`config.mk`:
```
export PLATFORM = sky130hd
export DESIGN_NAME = hsv_to_rgb_converter_core
export DESIGN_NICKNAME = d
export VERILOG_FILES = /design/src/rtl/core/hsv2rgb_pkg.sv /design/src/rtl/core/hsv2rgb_front.sv /design/src/rtl/core/hsv2rgb_scale.sv /design/src/rtl/core/hsv2rgb_mix.sv /design/src/rtl/core/hsv_to_rgb_converter_core.sv
export VERILOG_INCLUDE_DIRS = /design/src /design/src/rtl/core
export SDC_FILE = /design/constraint.sdc
export NUM_CORES = 1
export LEC_CHECK = 0
export ABC_AREA = 1
export ABC_CLOCK_PERIOD_IN_PS = 5250
export BUFFER_PORTS_ARGS = -buffer_cell sky130_fd_sc_hd__buf_2
export CAP_MARGIN = 15
export CORE_ASPECT_RATIO = 1.1
export CORE_MARGIN = 3
export CORE_UTILIZATION = 59
export DETAILED_ROUTE_END_ITERATION = 6
export GPL_TIMING_DRIVEN = 1
export PLACE_DENSITY_LB_ADDON = 0.25
export SYNTH_ARGS = -nofsm -noshare
export SYNTH_HDL_FRONTEND = slang
export SYNTH_SLANG_ARGS = --single-unit
```
`constraint.sdc`:
```
create_clock -name clk -period 5.25 [get_ports clk]
set_input_delay 1.575 -clock clk [delete_from_list [all_inputs] [get_ports clk]]
set_output_delay 1.575 -clock clk [all_outputs]
set_load 0.01 [all_outputs]
```
`src/rtl/core/hsv_to_rgb_converter_core_defines.svh`:
```
// ----------------------------------------------------------------------------
// HSV to RGB converter assertion macros
// Shared concurrent assertion forms for the converter pipeline.
// ----------------------------------------------------------------------------
`ifndef HSV_TO_RGB_CONVERTER_CORE_DEFINES_SVH
`define HSV_TO_RGB_CONVERTER_CORE_DEFINES_SVH

// The consequent must hold in the same cycle as the antecedent.
`define HSV2RGB_ASSERT_NOW(label, clk, rst_n, ante, cons) \
	label: assert property (@(posedge clk) disable iff (!rst_n) (ante) |-> (cons)) \
		else $error("hsv2rgb: same-cycle check failed");

// The consequent must hold in the cycle after the antecedent.
`define HSV2RGB_ASSERT_NEXT(label, clk, rst_n, ante, cons) \
	label: assert property (@(posedge clk) disable iff (!rst_n) (ante) |=> (cons)) \
		else $error("hsv2rgb: next-cycle check failed");

`endif

```
`src/rtl/core/hsv2rgb_pkg.sv`:
```
// ----------------------------------------------------------------------------
// HSV to RGB converter package
// Word types, fixed-point constants and small tables shared by the pipeline.
// ----------------------------------------------------------------------------
package hsv2rgb_pkg;

	// Hue fraction bits: hue counts 1/16 degree. The single-subtract
	// wrap of the hue relies on a 13-bit hue staying below two full circles.
	localparam int HUE_FRAC_BITS = 4;
	localparam int HUE_W         = 13;
	localparam int SIXTY_UNITS   = 60 << HUE_FRAC_BITS;
	localparam int CIRCLE_UNITS  = 6 * SIXTY_UNITS;

	// Widths of the intermediate values.
	localparam int CHAN_W   = 8;
	localparam int SCALE_W  = 2 * CHAN_W;
	localparam int WEIGHT_W = $clog2(SIXTY_UNITS + 1);
	localparam int PROD_W   = SCALE_W + WEIGHT_W;
	localparam int SECTOR_W = 3;

	// Division by sixty degrees: a shift by the power of two in it, then
	// division by 15 as a multiply by ceil(2^24/15) and a shift by 24.
	// Exact for dividends below 2^20, and chroma*15 stays below that.
	localparam int DIV_SHIFT   = HUE_FRAC_BITS + 2;
	localparam int QIN_W       = 20;
	localparam int RECIP_SHIFT = 24;
	localparam int RECIP_W     = 21;
	localparam logic [RECIP_W-1:0] RECIP_15 = RECIP_W'((1 << RECIP_SHIFT) / 15 + 1);
	localparam int QPROD_W     = QIN_W + RECIP_W;

	// Largest value on the 255*255 scale.
	localparam logic [SCALE_W-1:0] SCALE_MAX = SCALE_W'(255 * 255);

	// Sector codes of the hue circle.
	localparam logic [SECTOR_W-1:0] SECT_RED_YEL   = 3'd0;
	localparam logic [SECTOR_W-1:0] SECT_YEL_GRN   = 3'd1;
	localparam logic [SECTOR_W-1:0] SECT_GRN_CYN   = 3'd2;
	localparam logic [SECTOR_W-1:0] SECT_CYN_BLU   = 3'd3;
	localparam logic [SECTOR_W-1:0] SECT_BLU_MAG   = 3'd4;
	localparam logic [SECTOR_W-1:0] SECT_MAG_RED   = 3'd5;

	// Input and result words.
	typedef struct packed {
		logic [HUE_W-1:0]  hue_angle;
		logic [CHAN_W-1:0] sat_level;
		logic [CHAN_W-1:0] bright_level;
	} hsv_t;

	typedef struct packed {
		logic [CHAN_W-1:0] red_out;
		logic [CHAN_W-1:0] green_out;
		logic [CHAN_W-1:0] blue_out;
	} rgb_t;

	// Front end result: sector, weight of the secondary component,
	// chroma and offset on the 255*255 scale.
	typedef struct packed {
		logic [SECTOR_W-1:0] sector;
		logic [WEIGHT_W-1:0] weight;
		logic [SCALE_W-1:0]  chroma;
		logic [SCALE_W-1:0]  offs;
	} front_t;

	// Scaling result: secondary component as a reciprocal product.
	typedef struct packed {
		logic [SECTOR_W-1:0] sector;
		logic [QPROD_W-1:0]  qprod;
		logic [SCALE_W-1:0]  chroma;
		logic [SCALE_W-1:0]  offs;
	} scaled_t;

	// Start of each sector in hue units.
	function automatic logic [HUE_W-1:0] sector_base(input logic [SECTOR_W-1:0] sector);
		logic [HUE_W-1:0] base;
		case (sector)
			SECT_RED_YEL: base = '0;
			SECT_YEL_GRN: base = HUE_W'(SIXTY_UNITS);
			SECT_GRN_CYN: base = HUE_W'(2 * SIXTY_UNITS);
			SECT_CYN_BLU: base = HUE_W'(3 * SIXTY_UNITS);
			SECT_BLU_MAG: base = HUE_W'(4 * SIXTY_UNITS);
			SECT_MAG_RED: base = HUE_W'(5 * SIXTY_UNITS);
			default:      base = '0;
		endcase
		return base;
	endfunction

	// Division by 255 for values up to 255*255.
	function automatic logic [CHAN_W-1:0] div255(input logic [SCALE_W-1:0] x);
		logic [SCALE_W:0] t;
		t = {1'b0, x} + (SCALE_W+1)'(1) + (SCALE_W+1)'(x >> CHAN_W);
		return t[SCALE_W-1:CHAN_W];
	endfunction

endpackage

```
`src/rtl/core/hsv2rgb_front.sv`:
```
// ----------------------------------------------------------------------------
// HSV to RGB front end
// Stage 1 wraps the hue and forms chroma; stage 2 finds the sector, the
// weight of the secondary component and the offset.
// ----------------------------------------------------------------------------
`include "hsv_to_rgb_converter_core_defines.svh"

module hsv2rgb_front (
	input  logic                clk,
	input  logic                arst_n,
	input  logic                hsv_valid,
	output logic                hsv_ready,
	input  hsv2rgb_pkg::hsv_t   hsv,
	output logic                out_valid,
	input  logic                out_ready,
	output hsv2rgb_pkg::front_t out
);

	logic                                valid_s1;
	logic [hsv2rgb_pkg::HUE_W-1:0]       hue_s1;
	logic [hsv2rgb_pkg::SCALE_W-1:0]     chroma_s1;
	logic [hsv2rgb_pkg::CHAN_W-1:0]      bright_s1;
	logic                                valid_s2;
	hsv2rgb_pkg::front_t                 front_s2;
	logic                                adv_s1;
	logic                                adv_s2;
	logic [hsv2rgb_pkg::HUE_W-1:0]       hue_wrap;
	logic [hsv2rgb_pkg::SECTOR_W-1:0]    sector_c;
	logic [hsv2rgb_pkg::HUE_W-1:0]       rem_c;
	logic [hsv2rgb_pkg::SCALE_W-1:0]     full_c;
	hsv2rgb_pkg::front_t                 front_c;

	// A stage moves when it is empty or the next one moves.
	assign adv_s2    = !valid_s2 || out_ready;
	assign adv_s1    = !valid_s1 || adv_s2;
	assign hsv_ready = adv_s1;

	// Wrap the hue into one full circle.
	always_comb begin
		if (hsv.hue_angle >= hsv2rgb_pkg::HUE_W'(hsv2rgb_pkg::CIRCLE_UNITS)) begin
			hue_wrap = hsv.hue_angle - hsv2rgb_pkg::HUE_W'(hsv2rgb_pkg::CIRCLE_UNITS);
		end else begin
			hue_wrap = hsv.hue_angle;
		end
	end

	always_ff @(posedge clk or negedge arst_n) begin
		if (!arst_n) begin
			valid_s1 <= 1'b0;
		end else if (adv_s1) begin
			valid_s1 <= hsv_valid;
		end
	end

	always_ff @(posedge clk) begin
		if (adv_s1 && hsv_valid) begin
			hue_s1    <= hue_wrap;
			chroma_s1 <= hsv.sat_level * hsv.bright_level;
			bright_s1 <= hsv.bright_level;
		end
	end

	// Sector from five boundary compares, then the position inside it.
	// Even sectors rise from zero, odd sectors fall from full chroma.
	always_comb begin
		sector_c = '0;
		for (int k = 1; k < 6; k++) begin
			if (hue_s1 >= hsv2rgb_pkg::HUE_W'(k * hsv2rgb_pkg::SIXTY_UNITS)) begin
				sector_c = sector_c + hsv2rgb_pkg::SECTOR_W'(1);
			end
		end
		rem_c  = hue_s1 - hsv2rgb_pkg::sector_base(sector_c);
		full_c = {bright_s1, {hsv2rgb_pkg::CHAN_W{1'b0}}}
			- hsv2rgb_pkg::SCALE_W'(bright_s1);
		front_c.sector = sector_c;
		if (sector_c[0]) begin
			front_c.weight = hsv2rgb_pkg::WEIGHT_W'(hsv2rgb_pkg::SIXTY_UNITS)
				- rem_c[hsv2rgb_pkg::WEIGHT_W-1:0];
		end else begin
			front_c.weight = rem_c[hsv2rgb_pkg::WEIGHT_W-1:0];
		end
		front_c.chroma = chroma_s1;
		front_c.offs   = full_c - chroma_s1;
	end

	always_ff @(posedge clk or negedge arst_n) begin
		if (!arst_n) begin
			valid_s2 <= 1'b0;
		end else if (adv_s2) begin
			valid_s2 <= valid_s1;
		end
	end

	always_ff @(posedge clk) begin
		if (adv_s2 && valid_s1) begin
			front_s2 <= front_c;
		end
	end

	assign out_valid = valid_s2;
	assign out       = front_s2;

	// Checks on the front end.
	`HSV2RGB_ASSERT_NOW(a_weight_bound, clk, arst_n, valid_s2,
		front_s2.weight <= hsv2rgb_pkg::WEIGHT_W'(hsv2rgb_pkg::SIXTY_UNITS))
	`HSV2RGB_ASSERT_NOW(a_offs_bound, clk, arst_n, valid_s2,
		({1'b0, front_s2.offs} + {1'b0, front_s2.chroma}) <= {1'b0, hsv2rgb_pkg::SCALE_MAX})
	`HSV2RGB_ASSERT_NEXT(a_stall_hold, clk, arst_n, valid_s2 && !out_ready,
		valid_s2 && $stable(front_s2))

endmodule

```
`src/rtl/core/hsv2rgb_scale.sv`:
```
// ----------------------------------------------------------------------------
// HSV to RGB secondary scaling
// Stage 3 multiplies chroma by the weight; stage 4 multiplies the shifted
// product by the reciprocal of 15 to divide by sixty degrees.
// ----------------------------------------------------------------------------
module hsv2rgb_scale (
	input  logic                 clk,
	input  logic                 arst_n,
	input  logic                 in_valid,
	output logic                 in_ready,
	input  hsv2rgb_pkg::front_t  in,
	output logic                 out_valid,
	input  logic                 out_ready,
	output hsv2rgb_pkg::scaled_t out
);

	logic                                valid_s3;
	logic [hsv2rgb_pkg::SECTOR_W-1:0]    sector_s3;
	logic [hsv2rgb_pkg::PROD_W-1:0]      prod_s3;
	logic [hsv2rgb_pkg::SCALE_W-1:0]     chroma_s3;
	logic [hsv2rgb_pkg::SCALE_W-1:0]     offs_s3;
	logic                                valid_s4;
	hsv2rgb_pkg::scaled_t                scaled_s4;
	logic                                adv_s3;
	logic                                adv_s4;
	logic [hsv2rgb_pkg::PROD_W-1:0]      shifted;
	logic [hsv2rgb_pkg::QIN_W-1:0]       qin;

	assign adv_s4   = !valid_s4 || out_ready;
	assign adv_s3   = !valid_s3 || adv_s4;
	assign in_ready = adv_s3;

	// Chroma times weight.
	always_ff @(posedge clk or negedge arst_n) begin
		if (!arst_n) begin
			valid_s3 <= 1'b0;
		end else if (adv_s3) begin
			valid_s3 <= in_valid;
		end
	end

	always_ff @(posedge clk) begin
		if (adv_s3 && in_valid) begin
			sector_s3 <= in.sector;
			prod_s3   <= in.chroma * in.weight;
			chroma_s3 <= in.chroma;
			offs_s3   <= in.offs;
		end
	end

	// Drop the power of two of the divisor, then scale by 1/15.
	assign shifted = prod_s3 >> hsv2rgb_pkg::DIV_SHIFT;
	assign qin     = shifted[hsv2rgb_pkg::QIN_W-1:0];

	always_ff @(posedge clk or negedge arst_n) begin
		if (!arst_n) begin
			valid_s4 <= 1'b0;
		end else if (adv_s4) begin
			valid_s4 <= valid_s3;
		end
	end

	always_ff @(posedge clk) begin
		if (adv_s4 && valid_s3) begin
			scaled_s4.sector <= sector_s3;
			scaled_s4.qprod  <= qin * hsv2rgb_pkg::RECIP_15;
			scaled_s4.chroma <= chroma_s3;
			scaled_s4.offs   <= offs_s3;
		end
	end

	assign out_valid = valid_s4;
	assign out       = scaled_s4;

endmodule

```
`src/rtl/core/hsv2rgb_mix.sv`:
```
// ----------------------------------------------------------------------------
// HSV to RGB channel mixing
// Stage 5 places chroma and the secondary component by sector and adds the
// offset; stage 6 divides each channel by 255 into the output register.
// ----------------------------------------------------------------------------
`include "hsv_to_rgb_converter_core_defines.svh"

module hsv2rgb_mix (
	input  logic                 clk,
	input  logic                 arst_n,
	input  logic                 in_valid,
	output logic                 in_ready,
	input  hsv2rgb_pkg::scaled_t in,
	output logic                 out_valid,
	input  logic                 out_ready,
	output hsv2rgb_pkg::rgb_t    out
);

	logic                                valid_s5;
	logic [hsv2rgb_pkg::SCALE_W-1:0]     red_s5;
	logic [hsv2rgb_pkg::SCALE_W-1:0]     green_s5;
	logic [hsv2rgb_pkg::SCALE_W-1:0]     blue_s5;
	logic                                valid_s6;
	hsv2rgb_pkg::rgb_t                   rgb_s6;
	logic                                adv_s5;
	logic                                adv_s6;
	logic [hsv2rgb_pkg::SCALE_W-1:0]     second;
	logic [hsv2rgb_pkg::SCALE_W-1:0]     red_c;
	logic [hsv2rgb_pkg::SCALE_W-1:0]     green_c;
	logic [hsv2rgb_pkg::SCALE_W-1:0]     blue_c;

	assign adv_s6   = !valid_s6 || out_ready;
	assign adv_s5   = !valid_s5 || adv_s6;
	assign in_ready = adv_s5;

	// Secondary component is the top of the reciprocal product.
	assign second = in.qprod[hsv2rgb_pkg::RECIP_SHIFT +: hsv2rgb_pkg::SCALE_W];

	// Place the components by sector.
	always_comb begin
		case (in.sector)
			hsv2rgb_pkg::SECT_RED_YEL: begin
				red_c = in.chroma; green_c = second;    blue_c = '0;
			end
			hsv2rgb_pkg::SECT_YEL_GRN: begin
				red_c = second;    green_c = in.chroma; blue_c = '0;
			end
			hsv2rgb_pkg::SECT_GRN_CYN: begin
				red_c = '0;        green_c = in.chroma; blue_c = second;
			end
			hsv2rgb_pkg::SECT_CYN_BLU: begin
				red_c = '0;        green_c = second;    blue_c = in.chroma;
			end
			hsv2rgb_pkg::SECT_BLU_MAG: begin
				red_c = second;    green_c = '0;        blue_c = in.chroma;
			end
			default: begin
				red_c = in.chroma; green_c = '0;        blue_c = second;
			end
		endcase
	end

	always_ff @(posedge clk or negedge arst_n) begin
		if (!arst_n) begin
			valid_s5 <= 1'b0;
		end else if (adv_s5) begin
			valid_s5 <= in_valid;
		end
	end

	// Sums stay within 255*255 since chroma plus offset is 255*v.
	always_ff @(posedge clk) begin
		if (adv_s5 && in_valid) begin
			red_s5   <= red_c + in.offs;
			green_s5 <= green_c + in.offs;
			blue_s5  <= blue_c + in.offs;
		end
	end

	always_ff @(posedge clk or negedge arst_n) begin
		if (!arst_n) begin
			valid_s6 <= 1'b0;
		end else if (adv_s6) begin
			valid_s6 <= valid_s5;
		end
	end

	// Scale each channel back to eight bits.
	always_ff @(posedge clk) begin
		if (adv_s6 && valid_s5) begin
			rgb_s6.red_out   <= hsv2rgb_pkg::div255(red_s5);
			rgb_s6.green_out <= hsv2rgb_pkg::div255(green_s5);
			rgb_s6.blue_out  <= hsv2rgb_pkg::div255(blue_s5);
		end
	end

	assign out_valid = valid_s6;
	assign out       = rgb_s6;

	// Checks on the mixing stages.
	`HSV2RGB_ASSERT_NOW(a_sum_bound, clk, arst_n, valid_s5,
		(red_s5 <= hsv2rgb_pkg::SCALE_MAX) && (green_s5 <= hsv2rgb_pkg::SCALE_MAX) && (blue_s5 <= hsv2rgb_pkg::SCALE_MAX))
	`HSV2RGB_ASSERT_NEXT(a_sum_hold, clk, arst_n, valid_s5 && !adv_s6,
		valid_s5 && $stable(red_s5) && $stable(green_s5) && $stable(blue_s5))

endmodule

```
`src/rtl/core/hsv_to_rgb_converter_core.sv`:
```
// ----------------------------------------------------------------------------
// HSV to RGB converter core
// Six-stage pipeline converting one HSV word to one 8-bit RGB word.
// ----------------------------------------------------------------------------
// The converter takes one HSV word per clock and returns one RGB word per
// clock when the output side is ready. The six pipeline registers are, in
// order, hue wrap and chroma, sector and weight, the chroma-by-weight
// multiplier, the reciprocal multiplier that divides by sixty degrees,
// channel placement, and the divide by 255 into the output register. A
// stall on the output holds every full stage while empty stages keep
// filling, so hsv_ready drops only when all six are full.
// Hue is in 1/16 degree; values at or above 360 degrees wrap around.
`include "hsv_to_rgb_converter_core_defines.svh"

module hsv_to_rgb_converter_core (
	input  logic              clk,
	input  logic              arst_n,
	input  logic              hsv_valid,
	output logic              hsv_ready,
	input  hsv2rgb_pkg::hsv_t hsv,
	output logic              rgb_valid,
	input  logic              rgb_ready,
	output hsv2rgb_pkg::rgb_t rgb
);

	logic                 front_valid;
	logic                 front_ready;
	hsv2rgb_pkg::front_t  front;
	logic                 scaled_valid;
	logic                 scaled_ready;
	hsv2rgb_pkg::scaled_t scaled;

	// Hue wrap, chroma, sector and offset.
	hsv2rgb_front u_front (
		.clk       (clk),
		.arst_n    (arst_n),
		.hsv_valid (hsv_valid),
		.hsv_ready (hsv_ready),
		.hsv       (hsv),
		.out_valid (front_valid),
		.out_ready (front_ready),
		.out       (front)
	);

	// Secondary component scaling.
	hsv2rgb_scale u_scale (
		.clk       (clk),
		.arst_n    (arst_n),
		.in_valid  (front_valid),
		.in_ready  (front_ready),
		.in        (front),
		.out_valid (scaled_valid),
		.out_ready (scaled_ready),
		.out       (scaled)
	);

	// Channel placement and output scaling.
	hsv2rgb_mix u_mix (
		.clk       (clk),
		.arst_n    (arst_n),
		.in_valid  (scaled_valid),
		.in_ready  (scaled_ready),
		.in        (scaled),
		.out_valid (rgb_valid),
		.out_ready (rgb_ready),
		.out       (rgb)
	);

	// The input side can only be blocked by a stalled, full output.
	`HSV2RGB_ASSERT_NOW(a_block_cause, clk, arst_n, !hsv_ready,
		rgb_valid && !rgb_ready && front_valid && scaled_valid)
	`HSV2RGB_ASSERT_NOW(a_inner_block, clk, arst_n, !front_ready,
		scaled_valid && rgb_valid && !rgb_ready)
	`HSV2RGB_ASSERT_NOW(a_drain_frees, clk, arst_n, rgb_ready,
		hsv_ready)

endmodule
```
-- Yosys cells after proc, flatten, opt, wreduce, memory -nomap -nowiden
Cells that the tools add are included.
- add/subtract/negate cells: 18
- $mul: 3
- divide/modulo/power cells: 0
- order comparisons: 6
- eq/ne operators: 9
- shift operators: 0
- muxes and demuxes: 11
- bitwise gates (word level): 0
- reductions and logical operators: 25
- operator list (cell ; number):
    $pmux W16 S2 ; 3
    $pmux W10 S5 ; 1
    $add A16 B1 Y16 const B ; 3
    $add A16 B16 Y16 ; 3
    $add A16 B8 Y16 ; 3
    $mul A20 B20 Y39 const B ; 1
    $ge A13 B12 Y1 const B ; 2
    $ge A13 B13 Y1 const B ; 2
    $mul A16 B10 Y26 ; 1
    $mul A8 B8 Y16 ; 1
    $sub A16 B16 Y16 ; 1
    $sub A16 B8 Y16 ; 1
    $ge A13 B10 Y1 const B ; 1
    $ge A13 B11 Y1 const B ; 1
    $mux W13 ; 1
    $sub A13 B13 Y13 const B ; 1
    $eq A3 B2 Y1 const B ; 4
    $mux W3 ; 4
    $reduce_or A2 Y1 ; 6
    $mux W10 ; 1
    $sub A10 B10 Y10 ; 1
    $sub A10 B10 Y10 const A ; 1
    $add A3 B1 Y3 const B ; 3
    $eq A3 B3 Y1 const B ; 3
    7 further kinds ; 23
- flip-flop bits (word level): 295
- latch bits: 0
- RAM bits: 0
- ROM bits: 0
- input port bits: 33
- output and inout bits: 26
- logic and storage cells: 99
- memories: 0

-- Depth between registers and ports, before layout
- depth in word-level cells: 15
- gate-level depth with buffers: 33
- depth with buffers taken out: 33

-- By module
From an unflattened synthesis, not the netlist that was laid out.
- cells, all modules: 3269
- area total of the unflattened synthesis: 27418.8 sq um
- modules (own cells, without submodules) (module ; instances ; cells each ; area an instance (sq um) ; seq. area each (sq um)):
    hsv2rgb_scale ; 1 ; 1625 ; 14181.1 ; 3953.8
    hsv2rgb_mix ; 1 ; 979 ; 6892.9 ; 2212.1
    hsv2rgb_front ; 1 ; 665 ; 6344.8 ; 2512.4

-- Worst setup path before layout
No wires, ideal clock.
- path kind: input port to flip-flop
- start: input port hsv[7] in the netlist's numbering
- end: register u_front.chroma_s1[13] in the netlist's numbering (data pin)
- arrival: 5150 ps
- required time: 4992 ps
- slack: -158 ps
- stages on the path: 18
- buffers on the path: 1
- cell sequence: clkbuf_1 -> nand2_1 -> inv_1 -> fa_1 -> inv_1 -> fa_1 -> fa_1 -> fa_1 -> inv_1 -> ha_1 -> nand2_1 -> nor3_1 -> nor2_1 -> o21ai_0 -> nand2_1 -> nand2_1 -> a21oi_1 -> xnor2_1
- cells in the longest elaborated chain, start to end: 1
- RTL lines (item ; line ; RTL):
    start, declared ; hsv_to_rgb_converter_core.sv:20 ; input hsv2rgb_pkg::hsv_t hsv,
    $mul A8 B8 Y16 ; hsv2rgb_front.sv:58 ; chroma_s1 <= hsv.sat_level * hsv.bright_level;
    end signal, assigned ; hsv2rgb_front.sv:58 ;
    end, declared ; hsv2rgb_front.sv:21 ; logic [hsv2rgb_pkg::SCALE_W-1:0] chroma_s1;
No other way between the ends.
A chain may end at the register's enable or synchronous reset.

-- Final worst setup path
- start: register u_front.front_s2, in the netlist u_front.out[21]
- end: register u_scale.prod_s3[23] in the netlist's numbering (data pin)
- cells in the longest elaborated chain, start to end: 1
- RTL lines (item ; line ; RTL):
    start, declared ; hsv2rgb_front.sv:24 ; hsv2rgb_pkg::front_t front_s2;
    start signal, assigned ; hsv2rgb_front.sv:96 ; front_s2 <= front_c;
    $mul A16 B10 Y26 ; hsv2rgb_scale.sv:45 ; prod_s3 <= in.chroma * in.weight;
    end signal, assigned ; hsv2rgb_scale.sv:45 ;
    end, declared ; hsv2rgb_scale.sv:19 ; logic [hsv2rgb_pkg::PROD_W-1:0] prod_s3;
No other way between the ends.

==> results.md <==
- The run finished with clean final reports.
- Along the worst path, the maximum fanout reaches 7.
- The clock sink total is between 200 and 300.
- The critical path contains buffers and inverters numbering 4 combined.
- For this run, the total global-route usage over all layers was measured as a little over a quarter.
- The mapped netlist covers roughly 25,000 um2.
- The path class of the tightest hold or removal check is reg2reg.
- Among all stages on the critical path, the largest delay is contributed by sky130_fd_sc_hd__fa_1.
- The max-slew headroom at the worst pin is about a third.
- The congestion estimate from routability-driven global placement came to between 0.9 and 1.
- The type of the worst setup path is reg2reg.
- The die area is 45,270 um2.
- The die is slightly above 200 um wide.
- Adding up every negative setup slack in the final design gives 0 ps.
- The CTS buffer count is 30.
- The overall die height is approximately 220 um.
- The worst register-to-register path begins at u_front.out[21]$_DFFE_PP_.
- Multiplexer cells account for 0% of the synthesized area.
- The required time of the critical path is approximately 5600 ps.
- The TritonCTS clock tree is built.
- The maximum clock rate is between 150 and 200 MHz.
- The post-synthesis sequential area ratio is a little under a third.
- The distinct cell type count of the synthesized netlist is 50.
- The setup skew after layout is ~22 ps.
- The shortest clock period the worst path allows after layout is around 5100 ps.
- The core region is about 42,000 um2.
- The remaining global-route overflow is 0.
- Clock latency on the worst-skew pair, taken at its later pin, is 590 ps.
- The worst endpoint data arrival time is around 5400 ps.
- The clock transition at the registers of the reported paths is about 60 ps.
- The total number of H-tree levels is 1.
- The synthesized netlist devotes ~8.7% of its cell area to compound gates.
- Summed over all nets, the half-perimeter wirelength after detailed placement is about 49,000 um.
- The number of diodes is 0.
- The number of buffers between clock root and the deepest sink is 3.
- The floorplan has approximately 80 rows.
- 59 I/O pins were placed.
- The dominant combinational cell family by area after synthesis is adder cells.
- The most critical setup path has its startpoint at u_front.out[21]$_DFFE_PP_.
- Of the total synthesized cell area, the portion taken by full adders, half adders and majority gates is between 30% and 40%.
- For the pin with the worst max-slew slack, the measured transition is ~1000 ps.
- Summing the areas of all and, or, nand and nor instances in the mapped netlist gives between 10% and 20% of the synthesized area.
- The count of buffers from port buffering is between 50 and 60.
- The element type at the critical path start is a flip-flop.
- The critical path ends at u_scale.prod_s3[23]$_DFFE_PP_.
- The number of antenna violations at the first check in global routing was 0.
- The net count after synthesis is between 3,000 and 4,000.
- The initial utilization of the core area, before any placement, comes to between 60 and 70%.
- The via count of the first global-routing pass came to 19,490.
- Setup repair after global routing could not meet its margin everywhere.
- Walking the worst path, the cells encountered are buf_4 > nand2_1 > fa_1 > inv_1 > fa_1 > inv_1 > fa_1 > fa_1 > inv_1 > fa_1 > ha_4 > a21o_1 > a21oi_1 > nor2_1 > nand3b_1 > nand2_1 > nand3_1 > xor2_1.
- After detailed routing, the number of vias per cell comes to 5.369.
- The end of the worst register-to-register path is u_scale.prod_s3[23]$_DFFE_PP_.
- The area added between synthesis and finish is 10.53%.
- The post-synthesis share of cell area spent on xor and xnor gates is between 4 and 5%.
- The worst setup path is captured at a flip-flop.
- The clock tree root driver cell is sky130_fd_sc_hd__clkbuf_16.
- The critical path crosses 18 cells after its start point.
- Fill cells in the final layout number approximately 3,500.
- The startpoint identified for the worst hold timing path is u_scale.offs_s3[4]$_DFFE_PP_.
- The number of DRC violations after detailed-routing iteration 0 is ~1,200.
- The count of placed standard cells including taps is between 3,000 and 4,000.
- The count of pins over their slew limit came to 0.
- The finished layout holds roughly 3,600 standard cells, fillers aside.
- The wire length of the first global-routing pass is approximately 96,000 um.
- The number of nets in the layout is about 3,500.
- Measured in cells, the most critical reg-to-reg path has a length of 18.
- The detailed-router iteration count before antenna repair is 6.
- The tool flagged a number of max-cap violations equal to 0.
- Each instance of the synthesized netlist takes up on average 8.881 um2.
- The hold violation total from the final report is 0.
- Buffers inserted to repair hold after CTS numbered 0.
- The flop and latch count out of synthesis is ~270.
- The post-detailed-route DRC marker count is 0.
- For this run, the number of Yosys warnings is 0.
- Summed over all layers, the routed wires come to slightly below 60,000 um.
- The final count of negative-setup-slack endpoints is 0.
- The ratio of cells with drive above 1 in the final layout is 8.656%.
- The routed layout has between 15,000 and 20,000 vias.
- The top cell family by delay on the critical path is adder cells.
- The highest cell delay on the worst timing path is 600 ps.
- In the final routed layout, each cell accounts on average for 16.41 um.
- Entering global routing, the biggest net connects 52 pins.
- The most frequent cell on the critical path is sky130_fd_sc_hd__fa_1.
- Counting every instance in the synthesized netlist gives 2,840.
- The worst path uses a little over nine tenths of the clock period.
- The register-to-register setup slack is approximately 160 ps.
- Once detail routing completed, the nets flagged for antenna violations numbered 0.
[logic make-up (layout without fill, tap and decap cells)]
kind of cell             Yosys count  after routing
buffers and inverters            677            829
flip-flops                       266            266
AND/OR/NAND/NOR                  888            888
adder cells (fa/ha/maj)          516            516
XOR/XNOR                         121            121
AO/OA/AOI/OAI                    372            372
[synthesized netlist by cell type, drive strengths merged]
| cell type | number | area share (%) |
|---|---|---|
| or2 | 7 | 0.17 |
| o2111ai | 5 | 0.17 |
| xnor2 | 33 | 1.1 |
| o21bai | 11 | 0.37 |
| o31ai | 5 | 0.15 |
| nor4 | 6 | 0.15 |
| o22ai | 48 | 1.2 |
| ha | 332 | 16 |
| nand3 | 75 | 1.6 |
| o21a | 10 | 0.30 |
| nand2 | 585 | 8.8 |
| o311ai | 1 | 0.035 |
| nand3b | 9 | 0.27 |
| nand4 | 17 | 0.45 |
| fa | 184 | 15 |
| xor2 | 88 | 3.1 |
| a21boi | 7 | 0.21 |
| a21o | 23 | 0.68 |
| edfxtp | 260 | 31 |
| a31oi | 25 | 0.64 |
| buf | 6 | 0.15 |
| and3 | 1 | 0.025 |
| clkbuf | 51 | 0.76 |
| nor2 | 165 | 2.5 |
| a211oi | 4 | 0.12 |
| nor3 | 23 | 0.46 |
| o41ai | 1 | 0.035 |
| inv | 620 | 9.2 |
| a21oi | 147 | 3.0 |
| dfrtp | 6 | 0.60 |
| o21ai | 81 | 1.6 |
| o211ai | 4 | 0.12 |
[worst min-delay path by stage]
stage | end | slack, ps | cells after the start
2_1_floorplan | u_scale.offs_s3[0]$_DFFE_PP_ | 400 | 0
3_3_place_gp | u_scale.offs_s3[9]$_DFFE_PP_ | 400 | 0
3_5_place_dp | u_scale.out[25]$_DFFE_PP_ | 400 | 0
4_1_cts | u_scale.out[29]$_DFFE_PP_ | 420 | 0
5_1_grt | u_scale.out[27]$_DFFE_PP_ | 420 | 0
6_report | u_scale.out[4]$_DFFE_PP_ | 420 | 0
[final cells by class]
class	instances	area [um2]	area share [%]
repair buffers	154	1022	3.667
multi-input cells	1897	14870	53.32
clock inverters	21	240.2	0.8617
well taps	560	700.7	2.513
flip-flops and latches	266	7958	28.54
inverters	620	2327	8.348
clock buffers	34	765.7	2.747
[routing by layer]
layer	global-route usage, %	vias to the layer above	wire (um)
met5	0	-	0
met4	9.527	0	2188
met2	46.66	460	29100
li1	-	9409	-
met3	3.896	128	2694
met1	32.29	9075	24290
[registers in the layout (all words and copies together), names as in the netlist, 3 cells and up]
name / cells
u_mix.out: 24
u_front.out: 45
u_mix.red_s5: 16
u_mix.blue_s5: 16
u_front.bright_s1: 8
u_scale.prod_s3: 20
u_scale.chroma_s3: 16
u_front.chroma_s1: 16
u_scale.offs_s3: 16
u_scale.sector_s3: 3
u_front.hue_s1: 13
u_scale.out: 51
u_mix.green_s5: 16
[repair_timing]
item                                    in CTS  in global routing
endpoints found under the setup margin       0                 12
gates resized for setup                      0                 22
setup buffers                                0                 30
[cell usage in the layout, fill, tap and decap left out, types with 58 or more instances in the layout]
master                     instances
sky130_fd_sc_hd__inv_1           613
sky130_fd_sc_hd__nand2_1         575
sky130_fd_sc_hd__ha_1            320
sky130_fd_sc_hd__edfxtp_1        260
sky130_fd_sc_hd__fa_1            184
sky130_fd_sc_hd__nor2_1          156
sky130_fd_sc_hd__a21oi_1         142
sky130_fd_sc_hd__buf_4            93
sky130_fd_sc_hd__xor2_1           88
sky130_fd_sc_hd__o21ai_0          75
sky130_fd_sc_hd__nand3_1          71
sky130_fd_sc_hd__buf_2            58
[per-stage QoR]
step / worst slack [ps] / hold slack, ps / util, % / area [um2]
final: 155.8 / 418.6 / 66.74 / 27880
after global routing: -65.79 / 421.7 / 66.74 / 27880
after CTS: 15.53 / 419.8 / 65.93 / 27540
after detailed placement: -202.2 / 404.5 / 63.52 / 26530
after global placement: -136.3 / 400.3 / 63.52 / 26530
after floorplan: 2.632 / 400.3 / - / 25270
[worst reg2reg max path: cells and delay by family (launching register included)]
kind / cells / cell delay (ps)
AO/OA/AOI/OAI: 2 / 350
XOR/XNOR: 1 / 150
flip-flops: 1 / 560
adder cells (fa/ha/maj): 6 / 2890
buffers and inverters: 4 / 360
AND/OR/NAND/NOR: 5 / 510
Power is left out: the tool's default activity adds up to more than one toggle a clock period on the data nets, which glitch-free logic cannot reach.
